`config.mk`:
```
export PLATFORM = sky130hd
export DESIGN_NAME = class_constant_pool_parser
export DESIGN_NICKNAME = d
export VERILOG_FILES = /design/src/ccpp_pkg.sv /design/src/ccpp_in_stage.sv /design/src/ccpp_parser.sv /design/src/class_constant_pool_parser.sv
export SDC_FILE = /design/constraint.sdc
export NUM_CORES = 1
export LEC_CHECK = 0
export BUFFER_PORTS_ARGS = -buffer_cell sky130_fd_sc_hd__buf_2
export CORE_AREA = 2 2 180 182
export CTS_BUF_LIST = sky130_fd_sc_hd__clkbuf_16
export DETAILED_ROUTE_END_ITERATION = 7
export DIE_AREA = 0 0 182 184
export SLEW_MARGIN = 30
export SYNTH_ARGS = -nofsm -noshare
export SYNTH_HDL_FRONTEND = slang
export SYNTH_HIERARCHICAL = 1
export SYNTH_SLANG_ARGS = --single-unit
export TNS_END_PERCENT = 30
```
`constraint.sdc`:
```
create_clock -name clk -period 6.7 [get_ports clk]
set_input_delay 1.34 -clock clk [delete_from_list [all_inputs] [get_ports clk]]
set_output_delay 1.34 -clock clk [all_outputs]
set_load 0.05 [all_outputs]
```
`src/ccpp_pkg.sv`:
```
// Package: shared types, tag and kind codes, and tag class helpers for the constant pool parser.
package ccpp_pkg;

  typedef enum logic [7:0] {
    PH_COUNT_HI = 8'b0000_0001,
    PH_COUNT_LO = 8'b0000_0010,
    PH_TAG      = 8'b0000_0100,
    PH_LEN_HI   = 8'b0000_1000,
    PH_LEN_LO   = 8'b0001_0000,
    PH_TEXT     = 8'b0010_0000,
    PH_PAYLOAD  = 8'b0100_0000,
    PH_DONE     = 8'b1000_0000
  } phase_t;

  localparam logic [3:0] KIND_TEXT_HDR  = 4'd0;
  localparam logic [3:0] KIND_TEXT_BYTE = 4'd1;
  localparam logic [3:0] KIND_INT       = 4'd2;
  localparam logic [3:0] KIND_FLOAT     = 4'd3;
  localparam logic [3:0] KIND_LONG      = 4'd4;
  localparam logic [3:0] KIND_DOUBLE    = 4'd5;
  localparam logic [3:0] KIND_ONE_REF   = 4'd6;
  localparam logic [3:0] KIND_TWO_REF   = 4'd7;
  localparam logic [3:0] KIND_UNKNOWN   = 4'd8;
  localparam logic [3:0] KIND_EMPTY     = 4'd9;

  localparam logic [7:0] TAG_UTF8        = 8'd1;
  localparam logic [7:0] TAG_INT         = 8'd3;
  localparam logic [7:0] TAG_FLOAT       = 8'd4;
  localparam logic [7:0] TAG_LONG        = 8'd5;
  localparam logic [7:0] TAG_DOUBLE      = 8'd6;
  localparam logic [7:0] TAG_CLASS       = 8'd7;
  localparam logic [7:0] TAG_STRING      = 8'd8;
  localparam logic [7:0] TAG_FIELD       = 8'd9;
  localparam logic [7:0] TAG_METHOD      = 8'd10;
  localparam logic [7:0] TAG_IMETHOD     = 8'd11;
  localparam logic [7:0] TAG_NAME_TYPE   = 8'd12;
  localparam logic [7:0] TAG_METHOD_TYPE = 8'd16;
  localparam logic [7:0] TAG_INVOKE_DYN  = 8'd18;
  localparam logic [7:0] TAG_MODULE      = 8'd19;
  localparam logic [7:0] TAG_PACKAGE     = 8'd20;

  typedef struct packed {
    logic [7:0] data_byte;
    logic       start_of_pool;
  } in_beat_t;

  typedef struct packed {
    logic [15:0] entry_index;
    logic [3:0]  entry_kind;
    logic [7:0]  entry_tag;
    logic [63:0] raw_value;
    logic [15:0] first_ref;
    logic [15:0] second_ref;
    logic        last_of_string;
    logic        last_of_pool;
  } result_t;

  function automatic logic is_wide(input logic [7:0] tag);
    return (tag inside {TAG_LONG, TAG_DOUBLE});
  endfunction

  function automatic logic is_value(input logic [7:0] tag);
    return (tag inside {TAG_INT, TAG_FLOAT, TAG_LONG, TAG_DOUBLE});
  endfunction

  function automatic logic is_one_ref(input logic [7:0] tag);
    return (tag inside {TAG_CLASS, TAG_STRING, TAG_METHOD_TYPE, TAG_MODULE, TAG_PACKAGE});
  endfunction

  function automatic logic is_two_ref(input logic [7:0] tag);
    return (tag inside {TAG_FIELD, TAG_METHOD, TAG_IMETHOD, TAG_NAME_TYPE, TAG_INVOKE_DYN});
  endfunction

endpackage

```
`src/ccpp_in_stage.sv`:
```
// Input register stage: holds one incoming byte beat for the parser.
module ccpp_in_stage (
  input  logic               clk,
  input  logic               rst,
  input  logic               in_valid,
  output logic               in_ready,
  input  ccpp_pkg::in_beat_t in_beat,
  output logic               q_valid,
  input  logic               q_ready,
  output ccpp_pkg::in_beat_t q_beat
);

  assign in_ready = !q_valid || q_ready;

  always_ff @(posedge clk) begin
    if (rst) begin
      q_valid <= 1'b0;
    end else if (in_ready) begin
      q_valid <= in_valid;
    end
  end

  always_ff @(posedge clk) begin
    if (in_valid && in_ready) begin
      q_beat <= in_beat;
    end
  end

endmodule

```
`src/ccpp_parser.sv`:
```
// Parser: pool state, per-byte decode, and the result register.
module ccpp_parser (
  input  logic               clk,
  input  logic               rst,
  input  logic               in_valid,
  output logic               in_ready,
  input  ccpp_pkg::in_beat_t in_beat,
  output logic               out_valid,
  input  logic               out_ready,
  output ccpp_pkg::result_t  result
);

  ccpp_pkg::phase_t phase, phase_next, cur_phase;
  logic [15:0] pool_count, pool_count_next;
  logic [15:0] slot_index, slot_index_next;
  logic [7:0]  current_tag, current_tag_next;
  logic [15:0] bytes_left, bytes_left_next;
  logic [63:0] value_accumulator, value_accumulator_next;
  logic [15:0] held_first_ref, held_first_ref_next;

  ccpp_pkg::result_t res;
  logic        take;
  logic        emit;
  logic        do_adv;
  logic [7:0]  b;
  logic [7:0]  adv_tag;
  logic [16:0] adv_sum;
  logic        adv_done;
  logic [63:0] acc_shift;
  logic [15:0] bytes_dec;
  logic [15:0] count_lo;
  logic [15:0] len_lo;

  assign in_ready = !out_valid || out_ready;
  assign take     = in_valid && in_ready;
  assign b        = in_beat.data_byte;

  always_comb begin
    cur_phase = in_beat.start_of_pool ? ccpp_pkg::PH_COUNT_HI : phase;
    adv_tag   = (cur_phase == ccpp_pkg::PH_TAG) ? b : current_tag;
    adv_sum   = {1'b0, slot_index} + (ccpp_pkg::is_wide(adv_tag) ? 17'd2 : 17'd1);
    adv_done  = (adv_sum >= {1'b0, pool_count});
    acc_shift = {value_accumulator[55:0], b};
    bytes_dec = bytes_left - 16'd1;
    count_lo  = {pool_count[15:8], b};
    len_lo    = {bytes_left[15:8], b};

    phase_next             = cur_phase;
    pool_count_next        = pool_count;
    slot_index_next        = slot_index;
    current_tag_next       = current_tag;
    bytes_left_next        = bytes_left;
    value_accumulator_next = value_accumulator;
    held_first_ref_next    = held_first_ref;
    emit                   = 1'b0;
    do_adv                 = 1'b0;

    res             = '0;
    res.entry_index = slot_index;
    res.entry_tag   = current_tag;

    case (cur_phase)
      ccpp_pkg::PH_COUNT_HI: begin
        pool_count_next        = {b, 8'h00};
        slot_index_next        = 16'd1;
        current_tag_next       = 8'd0;
        bytes_left_next        = 16'd0;
        value_accumulator_next = 64'd0;
        held_first_ref_next    = 16'd0;
        phase_next             = ccpp_pkg::PH_COUNT_LO;
      end
      ccpp_pkg::PH_COUNT_LO: begin
        pool_count_next = count_lo;
        slot_index_next = 16'd1;
        if (count_lo <= 16'd1) begin
          phase_next       = ccpp_pkg::PH_DONE;
          current_tag_next = 8'd0;
          emit             = 1'b1;
          res.entry_index  = 16'd0;
          res.entry_tag    = 8'd0;
          res.entry_kind   = ccpp_pkg::KIND_EMPTY;
          res.last_of_pool = 1'b1;
        end else begin
          phase_next = ccpp_pkg::PH_TAG;
        end
      end
      ccpp_pkg::PH_TAG: begin
        current_tag_next       = b;
        value_accumulator_next = 64'd0;
        held_first_ref_next    = 16'd0;
        res.entry_tag          = b;
        if (b == ccpp_pkg::TAG_UTF8) begin
          phase_next = ccpp_pkg::PH_LEN_HI;
        end else if (ccpp_pkg::is_wide(b)) begin
          bytes_left_next = 16'd8;
          phase_next      = ccpp_pkg::PH_PAYLOAD;
        end else if (ccpp_pkg::is_value(b) || ccpp_pkg::is_two_ref(b)) begin
          bytes_left_next = 16'd4;
          phase_next      = ccpp_pkg::PH_PAYLOAD;
        end else if (ccpp_pkg::is_one_ref(b)) begin
          bytes_left_next = 16'd2;
          phase_next      = ccpp_pkg::PH_PAYLOAD;
        end else begin
          emit             = 1'b1;
          do_adv           = 1'b1;
          res.entry_kind   = ccpp_pkg::KIND_UNKNOWN;
          res.last_of_pool = adv_done;
        end
      end
      ccpp_pkg::PH_LEN_HI: begin
        bytes_left_next = {b, 8'h00};
        phase_next      = ccpp_pkg::PH_LEN_LO;
      end
      ccpp_pkg::PH_LEN_LO: begin
        bytes_left_next = len_lo;
        emit            = 1'b1;
        res.entry_kind  = ccpp_pkg::KIND_TEXT_HDR;
        if (len_lo == 16'd0) begin
          do_adv             = 1'b1;
          res.last_of_string = 1'b1;
          res.last_of_pool   = adv_done;
        end else begin
          res.raw_value = {48'd0, len_lo};
          phase_next    = ccpp_pkg::PH_TEXT;
        end
      end
      ccpp_pkg::PH_TEXT: begin
        bytes_left_next = bytes_dec;
        emit            = 1'b1;
        res.entry_kind  = ccpp_pkg::KIND_TEXT_BYTE;
        res.raw_value   = {56'd0, b};
        if (bytes_dec == 16'd0) begin
          do_adv             = 1'b1;
          res.last_of_string = 1'b1;
          res.last_of_pool   = adv_done;
        end
      end
      ccpp_pkg::PH_PAYLOAD: begin
        value_accumulator_next = acc_shift;
        bytes_left_next        = bytes_dec;
        if (bytes_dec == 16'd2 && !ccpp_pkg::is_value(current_tag)) begin
          held_first_ref_next = acc_shift[15:0];
        end
        if (bytes_dec == 16'd0) begin
          emit             = 1'b1;
          do_adv           = 1'b1;
          res.last_of_pool = adv_done;
          if (current_tag == ccpp_pkg::TAG_INT) begin
            res.entry_kind = ccpp_pkg::KIND_INT;
            res.raw_value  = {32'd0, acc_shift[31:0]};
          end else if (current_tag == ccpp_pkg::TAG_FLOAT) begin
            res.entry_kind = ccpp_pkg::KIND_FLOAT;
            res.raw_value  = {32'd0, acc_shift[31:0]};
          end else if (current_tag == ccpp_pkg::TAG_LONG) begin
            res.entry_kind = ccpp_pkg::KIND_LONG;
            res.raw_value  = acc_shift;
          end else if (current_tag == ccpp_pkg::TAG_DOUBLE) begin
            res.entry_kind = ccpp_pkg::KIND_DOUBLE;
            res.raw_value  = acc_shift;
          end else if (ccpp_pkg::is_one_ref(current_tag)) begin
            res.entry_kind = ccpp_pkg::KIND_ONE_REF;
            res.raw_value  = {48'd0, acc_shift[15:0]};
            res.first_ref  = acc_shift[15:0];
          end else begin
            res.entry_kind = ccpp_pkg::KIND_TWO_REF;
            res.raw_value  = {32'd0, acc_shift[31:0]};
            res.first_ref  = held_first_ref;
            res.second_ref = acc_shift[15:0];
          end
        end
      end
      default: begin
      end
    endcase

    if (do_adv) begin
      if (adv_done) begin
        phase_next = ccpp_pkg::PH_DONE;
      end else begin
        slot_index_next = adv_sum[15:0];
        phase_next      = ccpp_pkg::PH_TAG;
      end
    end
  end

  always_ff @(posedge clk) begin
    if (rst) begin
      phase             <= ccpp_pkg::PH_COUNT_HI;
      pool_count        <= 16'd0;
      slot_index        <= 16'd1;
      current_tag       <= 8'd0;
      bytes_left        <= 16'd0;
      value_accumulator <= 64'd0;
      held_first_ref    <= 16'd0;
      out_valid         <= 1'b0;
    end else if (take) begin
      phase             <= phase_next;
      pool_count        <= pool_count_next;
      slot_index        <= slot_index_next;
      current_tag       <= current_tag_next;
      bytes_left        <= bytes_left_next;
      value_accumulator <= value_accumulator_next;
      held_first_ref    <= held_first_ref_next;
      out_valid         <= emit;
    end else if (out_ready) begin
      out_valid <= 1'b0;
    end
  end

  always_ff @(posedge clk) begin
    if (take && emit) begin
      result <= res;
    end
  end

endmodule

```
`src/class_constant_pool_parser.sv`:
```
// Top level: byte-serial class-file constant pool parser.
//
//  channel | handshake            | payload
//  --------+----------------------+-------------------------------------------------
//  in      | in_valid / in_ready  | data_byte, start_of_pool
//  out     | out_valid / out_ready| entry_index, entry_kind, entry_tag, raw_value,
//          |                      | first_ref, second_ref, last_of_string, last_of_pool
//
// One byte beat per cycle sustained while results are not stalled; a byte is taken into the
// input register, then decoded into the result register, where its result becomes valid.
// Each byte only loads a field, shifts the value register or steps a 16-bit counter.
// rst is synchronous and returns the parser to waiting for the count high byte.
// A stalled result holds in the result register; one more byte waits in the input register.
module class_constant_pool_parser (
  input  logic        clk,
  input  logic        rst,
  input  logic        in_valid,
  output logic        in_ready,
  input  logic [7:0]  data_byte,
  input  logic        start_of_pool,
  output logic        out_valid,
  input  logic        out_ready,
  output logic [15:0] entry_index,
  output logic [3:0]  entry_kind,
  output logic [7:0]  entry_tag,
  output logic [63:0] raw_value,
  output logic [15:0] first_ref,
  output logic [15:0] second_ref,
  output logic        last_of_string,
  output logic        last_of_pool
);

  ccpp_pkg::in_beat_t in_beat;
  ccpp_pkg::in_beat_t q_beat;
  ccpp_pkg::result_t  result;
  logic q_valid;
  logic q_ready;

  assign in_beat.data_byte     = data_byte;
  assign in_beat.start_of_pool = start_of_pool;

  ccpp_in_stage u_in_stage (
    .clk      (clk),
    .rst      (rst),
    .in_valid (in_valid),
    .in_ready (in_ready),
    .in_beat  (in_beat),
    .q_valid  (q_valid),
    .q_ready  (q_ready),
    .q_beat   (q_beat)
  );

  ccpp_parser u_parser (
    .clk       (clk),
    .rst       (rst),
    .in_valid  (q_valid),
    .in_ready  (q_ready),
    .in_beat   (q_beat),
    .out_valid (out_valid),
    .out_ready (out_ready),
    .result    (result)
  );

  assign entry_index    = result.entry_index;
  assign entry_kind     = result.entry_kind;
  assign entry_tag      = result.entry_tag;
  assign raw_value      = result.raw_value;
  assign first_ref      = result.first_ref;
  assign second_ref     = result.second_ref;
  assign last_of_string = result.last_of_string;
  assign last_of_pool   = result.last_of_pool;

  a_string_end_kind: assert property (@(posedge clk) disable iff (rst)
    out_valid && last_of_string |->
      (entry_kind == ccpp_pkg::KIND_TEXT_HDR || entry_kind == ccpp_pkg::KIND_TEXT_BYTE))
    else $error("last_of_string on a non-text result");

  a_empty_pool: assert property (@(posedge clk) disable iff (rst)
    out_valid && entry_kind == ccpp_pkg::KIND_EMPTY |->
      last_of_pool && entry_index == 16'd0 && entry_tag == 8'd0)
    else $error("empty-pool result malformed");

  a_one_ref: assert property (@(posedge clk) disable iff (rst)
    out_valid && entry_kind == ccpp_pkg::KIND_ONE_REF |->
      second_ref == 16'd0 && raw_value == {48'd0, first_ref})
    else $error("one-ref result fields disagree");

  a_stage_backpressure: assert property (@(posedge clk) disable iff (rst)
    out_valid && !out_ready |-> !q_ready)
    else $error("parser took a byte while the result was stalled");

endmodule
```
==> results.ini, run 1 <==
[worst_setup_path]
worstPathMaxFanout = 15
cp.required_ns = 7.09
cp_data_arrival_time_ns = 6.37
cp-start-kind = flip-flop
worst-setup-path-type = reg2reg
endpoint_kind = flip-flop

[yosys]
ys_ff_latch = 273
synth_top_flop_cell = dfxtp_1
async_flop_share = 0
synth_edf_count = 135
synth_area_per_cell_um2 = 9.77
yosysTopAreaCell = edfxtp_1
synth_nets = 1303
syn_area_um2 = 12400
yosysSeqAreaShare = 0.550
yosys-top-cells-area = edfxtp_1 (33%), dfxtp_1 (22%), a21oi_1 (4.6%)
yosysWarningCount = 6
synth_cell_types = 75
postSynthCellCount = 1268
synth_top_area_share = 0.327

[clock_tree]
cts.path.max_buffers = 3
cts_resized = 0
cts-root-buf = clkbuf_16
cts_tree = yes
clock_sinks = 273
post_cts_buffers = 0
cts_buffers = 29
htree_levels = 1
clkLatencyLatePin_ns = 0.54
clk_pin_slew_ns = 0.06
cts_hold_buf = 0

[drt]
wl_per_cell_um = 18.0
drcViolationCount = 0
routed_via_density = 5.41
antenna_left = 0
drtIter0Drc = 802
totalWireLength_mm = 32.1
dr.pass1.iters = 5
vias = 9645

[finish]
area_growth_syn_to_layout_pct = 15.6
drive_gt1_frac = 0.165
final_cell_mix = buf_2 (139), dfxtp_1 (138), edfxtp_1 (135)
num-nets-final = 1393
fillers = 3077
final_common_cell = buf_2
stdcell_count = 1782
antenna_cells = 0

[timing]
worstMarginPinSlew_ns = 0.975
rsz0062_at_grt = false
fin_skew_ns = 0.0114
setup_viol = 0
relSlewSlack = 0.345
post-route-period-util = 0.894
hold_viol_final = 0
drv_slew = 0
fmax_mhz = 167
fin_tns_setup_ns = 0
period_needed_ns = 5.99

[floorplan]
io_pins = 141
die_h_um = 184
coreArea_um2 = 31400
start_util = 0.395
rows = 65
die_area_um2 = 33500
die_w_um = 182

[global_routing]
overflow = 0
grt_max_degree = 92
grt_pass1_wl_mm = 51.1
grt_pass1_vias = 9296
grt_antenna_before_repair = 0
grt_use_total = 0.189

[pwr]
cellPowerDensity_nw_per_um2 = 248
p_leak_uw = 0.00563
ir_worst_vdd_mv = 0.192

[flow_run]
maxCapViolCount = 0

[placed_design]
io_buffers = 140
routabilityCongestion = 0.856
hpwl_mm = 21.2
dp.cells = 1729

[hold_path]
hp-class = reg2reg

[run_status]
status = complete, no violations

==> state kept, by name, summed over array words and instances (netlist names) <==
name                        flops
u_parser/slot_index            16
u_parser/phase                  8
u_parser/current_tag            8
u_parser/pool_count            16
u_parser/held_first_ref        16
u_in_stage/q_valid              1
u_parser/out_valid              1
u_in_stage/q_beat               9
u_parser/value_accumulator     56
u_parser/bytes_left            16
u_parser/result               126
==> synth_stat cells (8+ instances only) <==
master	instances
dfxtp_1	138
edfxtp_1	135
nor2_1	126
nand2_1	119
a21oi_1	115
clkbuf_1	85
and3_1	57
inv_1	56
nand3_1	55
o21ai_0	34
and2_1	31
nor3_1	26
mux2i_1	22
ha_1	21
o211ai_1	18
xnor2_1	18
a22oi_1	16
nor4_1	16
nand4_1	15
a211oi_1	10
a22o_1	9
buf_2	8
o21a_1	8
==> worst max-delay path, stage by stage, from the launching register on <==
cell,delay (ns)
dfxtp_1,0.36
nor4_1,0.70
nand4b_1,0.56
a21o_1,0.35
inv_1,0.10
ha_1,0.18
inv_1,0.06
fa_1,0.50
nor3_1,0.32
nor3b_1,0.46
and3_1,0.28
xnor2_1,0.13
ha_1,0.27
a21o_1,0.20
a21oi_1,0.15
o41a_1,0.18
a21oi_1,0.09
nor3_2,0.76
o21ai_0,0.17
==> per-layer routing <==
metal	part of all wire	vias up	track usage
met5	0	-	0
met4	0.020	0	0.0500
met3	0.049	46	0.0234
met2	0.48	250	0.320
met1	0.45	4639	0.258
li1	-	4710	-
==> path summary, 6_finish.rpt <==
check / start / to / slack, ns / depth (start not counted)
setup reg to reg: u_parser/phase[7] / u_parser/slot_index[3] / 0.71 / 18
setup / recovery: u_parser/phase[7] / u_parser/slot_index[3] / 0.71 / 18
hold / removal: u_parser/value_accumulator[55] / u_parser/value_accumulator[55] / 0.45 / 2
hold reg to reg: u_parser/value_accumulator[55] / u_parser/value_accumulator[55] / 0.45 / 2
==> power by group <==
part / switching (uW) / internal, uW
combinational: 137 / 62.0
clock: 647 / 937
sequential: 20.7 / 1750
total: 804 / 2750
==> layout make-up <==
cell class	instances	area, um2	share of cell area
flip-flops and latches	273	6820	0.476
multi-input cells	839	4980	0.348
repair buffers	159	862	0.0602
clock buffers	29	726	0.0507
well taps	402	503	0.0351
inverters	56	215	0.0150
clock inverters	24	214	0.0149
==> stage by stage <==
stage	power (uW)	cell area (um2)	setup slack, ns	utilization	hold WS, ns
6_report	3560	14300	0.713	0.456	0.450
5_1_grt	3690	14300	0.256	0.456	0.472
4_1_cts	3600	14300	0.839	0.456	0.453
3_5_place_dp	2010	13400	0.861	0.426	0.444
3_3_place_gp	2010	13400	1.03	0.426	0.434
2_1_floorplan	1950	12400	1.45	-	0.427
==> cell families after synthesis <==
logic type | synth area share
xor+xnor | 0.0170
simple gates | 0.210
buf+inv | 0.0498
compound gates | 0.132
flops | 0.550
fa+ha+maj | 0.0236
mux | 0.0178
No activity file was read; power rests on OpenSTA's default activity.
==> run 2: changes to the inputs <==
Settings changed: CORE_AREA 2 2 180 182 to 2 2 179 181, DIE_AREA 0 0 182 184 to 0 0 181 183, SYNTH_HIERARCHICAL 1 to not set.
Clock period 6.7 ns to 7.6 ns, I/O delays scaled along.
==> run 2 against run 1 <==
Compared with the run above: utilization decreased by 0.38 points; sequential share of layout area is 0.65 points higher; highest routed layer unchanged; synthesized cell count down 2.4%; largest power group unchanged.
==> results.ini, run 2 <==
[clock_tree]
cts_buffers = 28  ; -3.4%
cts.path.max_buffers = 3  ; unchanged
clock_sinks = 273  ; unchanged
clk_pin_slew_ns = 0.06  ; about the same
cts_hold_buf = 0  ; unchanged
cts-root-buf = clkbuf_16
clkLatencyLatePin_ns = 0.55  ; about the same
cts_tree = yes
post_cts_buffers = 0  ; unchanged
cts_resized = 0  ; unchanged
htree_levels = 1  ; unchanged

[timing]
fin_skew_ns = 0.0125  ; +0.00110 ns
hold_viol_final = 0  ; unchanged
setup_viol = 0  ; unchanged
post-route-period-util = 0.808  ; -0.0858
fin_tns_setup_ns = 0  ; unchanged
drv_slew = 0  ; unchanged
rsz0062_at_grt = false
worstMarginPinSlew_ns = 0.973  ; -0.00140 ns
relSlewSlack = 0.346  ; +0.000937
fmax_mhz = 163  ; -2.5%
period_needed_ns = 6.14  ; +0.153 ns

[placed_design]
dp.cells = 1707  ; -1.3%
placedInstanceArea_um2 = 13300  ; -0.48%
hpwl_mm = 22.1  ; +4.1%
routabilityCongestion = 0.913  ; +6.6%
io_buffers = 140  ; unchanged

[floorplan]
die_w_um = 181  ; -0.55%
rows = 65  ; unchanged
die_h_um = 183  ; -0.54%
coreArea_um2 = 31200  ; -0.52%
die_area_um2 = 33100  ; -1.1%
start_util = 0.396  ; +0.00145
io_pins = 141  ; unchanged

[yosys]
synth_edf_count = 135  ; unchanged
yosysSeqAreaShare = 0.551  ; +0.000834
synth_nets = 1272  ; -2.4%
synth_compound_area_frac = 0.133  ; +0.00151
synth.top_cells.by_count = nand2_1 (148), dfxtp_1 (138), edfxtp_1 (135)
synth_top_family_by_area = simple AND/OR/NAND/NOR gates
synth_mux_area_frac = 0.0178  ; +0.0000270
synth-simple-area-share = 0.216  ; +0.00628
synth_most_common_cell = nand2_1
ys_ff_latch = 273  ; unchanged
synth_area_per_cell_um2 = 10.0  ; +2.4%
synth_top_area_share = 0.328  ; +0.000496
yosysWarningCount = 0  ; -6
synth_cell_types = 77  ; +2.7%
syn_area_um2 = 12400  ; -0.15%
synthXorXnorAreaFrac = 0.0184  ; +0.00144
synth_top_flop_cell = dfxtp_1
synthAdderAreaFrac = 0.0229  ; -0.000773
yosysTopAreaCell = edfxtp_1
yosys-top-cells-area = edfxtp_1 (33%), dfxtp_1 (22%), a21oi_1 (4.5%)
postSynthCellCount = 1237  ; -2.4%
async_flop_share = 0  ; unchanged

[finish]
num-nets-final = 1370  ; -1.7%
fillers = 3019  ; -1.9%
top_register = u_parser.result
final_common_cell = nand2_1
design_area_um2 = 14100  ; -1.4%
final_cell_mix = nand2_1 (148), buf_2 (139), dfxtp_1 (138)
top_regs = u_parser.result: 126 flops, u_parser.value_accumulator: 56 flops
stdcell_count = 1760  ; -1.2%
drive_gt1_frac = 0.161  ; -0.00457
post-route-util = 0.452  ; -0.00383
largest_register_ffs = 126  ; unchanged
seq_area_um2 = 6820  ; unchanged
multi_input_area_um2 = 5070  ; +1.7%
area_growth_syn_to_layout_pct = 14.2

[worst_setup_path]
crit_start = u_in_stage.q_beat[0]
r2r-end = u_parser.slot_index[7]
cp-endpoint = u_parser.slot_index[7]
worstPathMaxFanout = 15  ; unchanged
r2r_cells = 19  ; +1
max_stage_delay_ns = 0.58  ; -0.18 ns
cp_data_arrival_time_ns = 6.59  ; +0.22 ns
cp.required_ns = 8.05  ; +0.96 ns
reg2reg_slack_ns = 1.46  ; +0.75 ns
crit_path_cell_trace = nor4_2, nand4b_1, a21o_1, inv_1, ha_1, inv_1, fa_1, nor4_1, nand3_1, nor2_1, xor2_1, ha_1, a21o_1, a221o_1, nand4b_2, a21oi_1, nand2_2, and2_1, a31o_1
worst-setup-path-type = reg2reg
cp-start-kind = flip-flop
slowest_stage = nand4b_1
reg2reg_from = u_in_stage.q_beat[0]
endpoint_kind = flip-flop

[drt]
wl_per_cell_um = 18.7  ; +3.8%
drcViolationCount = 0  ; unchanged
routed_via_density = 5.50  ; +1.5%
antenna_left = 0  ; unchanged
drtIter0Drc = 751  ; -6.4%
dr.pass1.iters = 5  ; unchanged
totalWireLength_mm = 32.9  ; +2.6%
vias = 9672  ; +0.28%

[run_status]
status = complete, no violations

[global_routing]
grt_pass1_vias = 9037  ; -2.8%
grt_max_degree = 75  ; -18%
grt_pass1_wl_mm = 51.6  ; +0.86%
grt_antenna_before_repair = 0  ; unchanged
grt_use_total = 0.195  ; +0.00573
overflow = 0  ; unchanged

[pwr]
clkPwrFrac = 0.419  ; -0.026
power_frac_comb = 0.050  ; -0.006
switching_power_uw = 692  ; -14%
ir_worst_vdd_mv = 0.162  ; -16%
p_leak_uw = 0.00532  ; -5.6%
p_seq_frac = 0.531  ; +0.032
cellPowerDensity_nw_per_um2 = 208  ; -16%
p_int_uw = 2250  ; -18%
swShare = 0.235  ; +0.00914

[hold_path]
hp-class = reg2reg

[flow_run]
maxCapViolCount = 0  ; unchanged

-- run 2: cell count changes after synthesis, sizes merged, moves of 15 or more --
cell | previous run | this run
a22o | 9 | 24
o211ai | 18 | 1
nand2 | 119 | 150
inv | 56 | 34
nand3 | 56 | 86
nor2 | 126 | 94
clkbuf | 87 | 64
-- run 2: power by group through the flow --
stage / sequential, uW / clock (uW) / combinational (uW)
global placement: 1590 / 0 / 144
global route: 1560 / 1310 / 162
CTS: 1560 / 1250 / 147
floorplan: 1580 / 0 / 115
detailed placement: 1590 / 0 / 146
finish: 1560 / 1230 / 147
-- run 2: final cells by class --
class / count / area share
repair buffers: 152 / 0.0562
flip-flops and latches: 273 / 0.483
well taps: 402 / 0.0356
clock inverters: 24 / 0.00779
clock buffers: 28 / 0.0496
multi-input cells: 846 / 0.359
inverters: 34 / 0.00921
diodes: 1 / 0.000177
-- run 2: how the worst min path moves through the flow --
stage / slack, ns / startpoint / end / depth (start not counted)
global placement: 0.43 / u_parser.value_accumulator[52] / u_parser.value_accumulator[52] / 2
finish: 0.45 / u_parser.value_accumulator[52] / u_parser.value_accumulator[52] / 2
detailed placement: 0.44 / u_parser.value_accumulator[51] / u_parser.value_accumulator[51] / 2
CTS: 0.45 / u_parser.value_accumulator[51] / u_parser.value_accumulator[51] / 2
floorplan: 0.43 / u_parser.value_accumulator[48] / u_parser.value_accumulator[48] / 2
global route: 0.47 / u_parser.value_accumulator[51] / u_parser.value_accumulator[51] / 2
-- run 2: cell families (layout without fill, tap and decap cells) --
logic type	Yosys count	count (layout)
AOI/OAI and AO/OA	254	254
xor gates and xnor gates	26	26
adders and majority gates	22	22
buffers and inverters	118	238
DFF	273	273
muxes	22	22
other	0	1
and+or+nand+nor	522	522
-- run 2: through the flow --
step                hold slack, ns  power, uW  worst slack (ns)
finish                       0.448       2940              1.46
global route                 0.468       3040             0.834
CTS                          0.448       2960              1.49
detailed placement           0.440       1740              1.49
global placement             0.434       1740              1.68
floorplan                    0.427       1700              2.41
-- run 2: critical path, delay by kind of cell (launching register included) --
kind | cells | cell delay [ns]
buf+inv | 2 | 0.18
compound gates | 5 | 1.43
xor+xnor | 1 | 0.17
fa+ha+maj | 3 | 0.97
flops | 1 | 0.48
simple gates | 8 | 2.79
-- run 2: routing by layer --
metal	track usage	part of all wire
met4	0.0504	0.021
met2	0.312	0.46
met3	0.0248	0.060
met1	0.281	0.46
met5	0	0
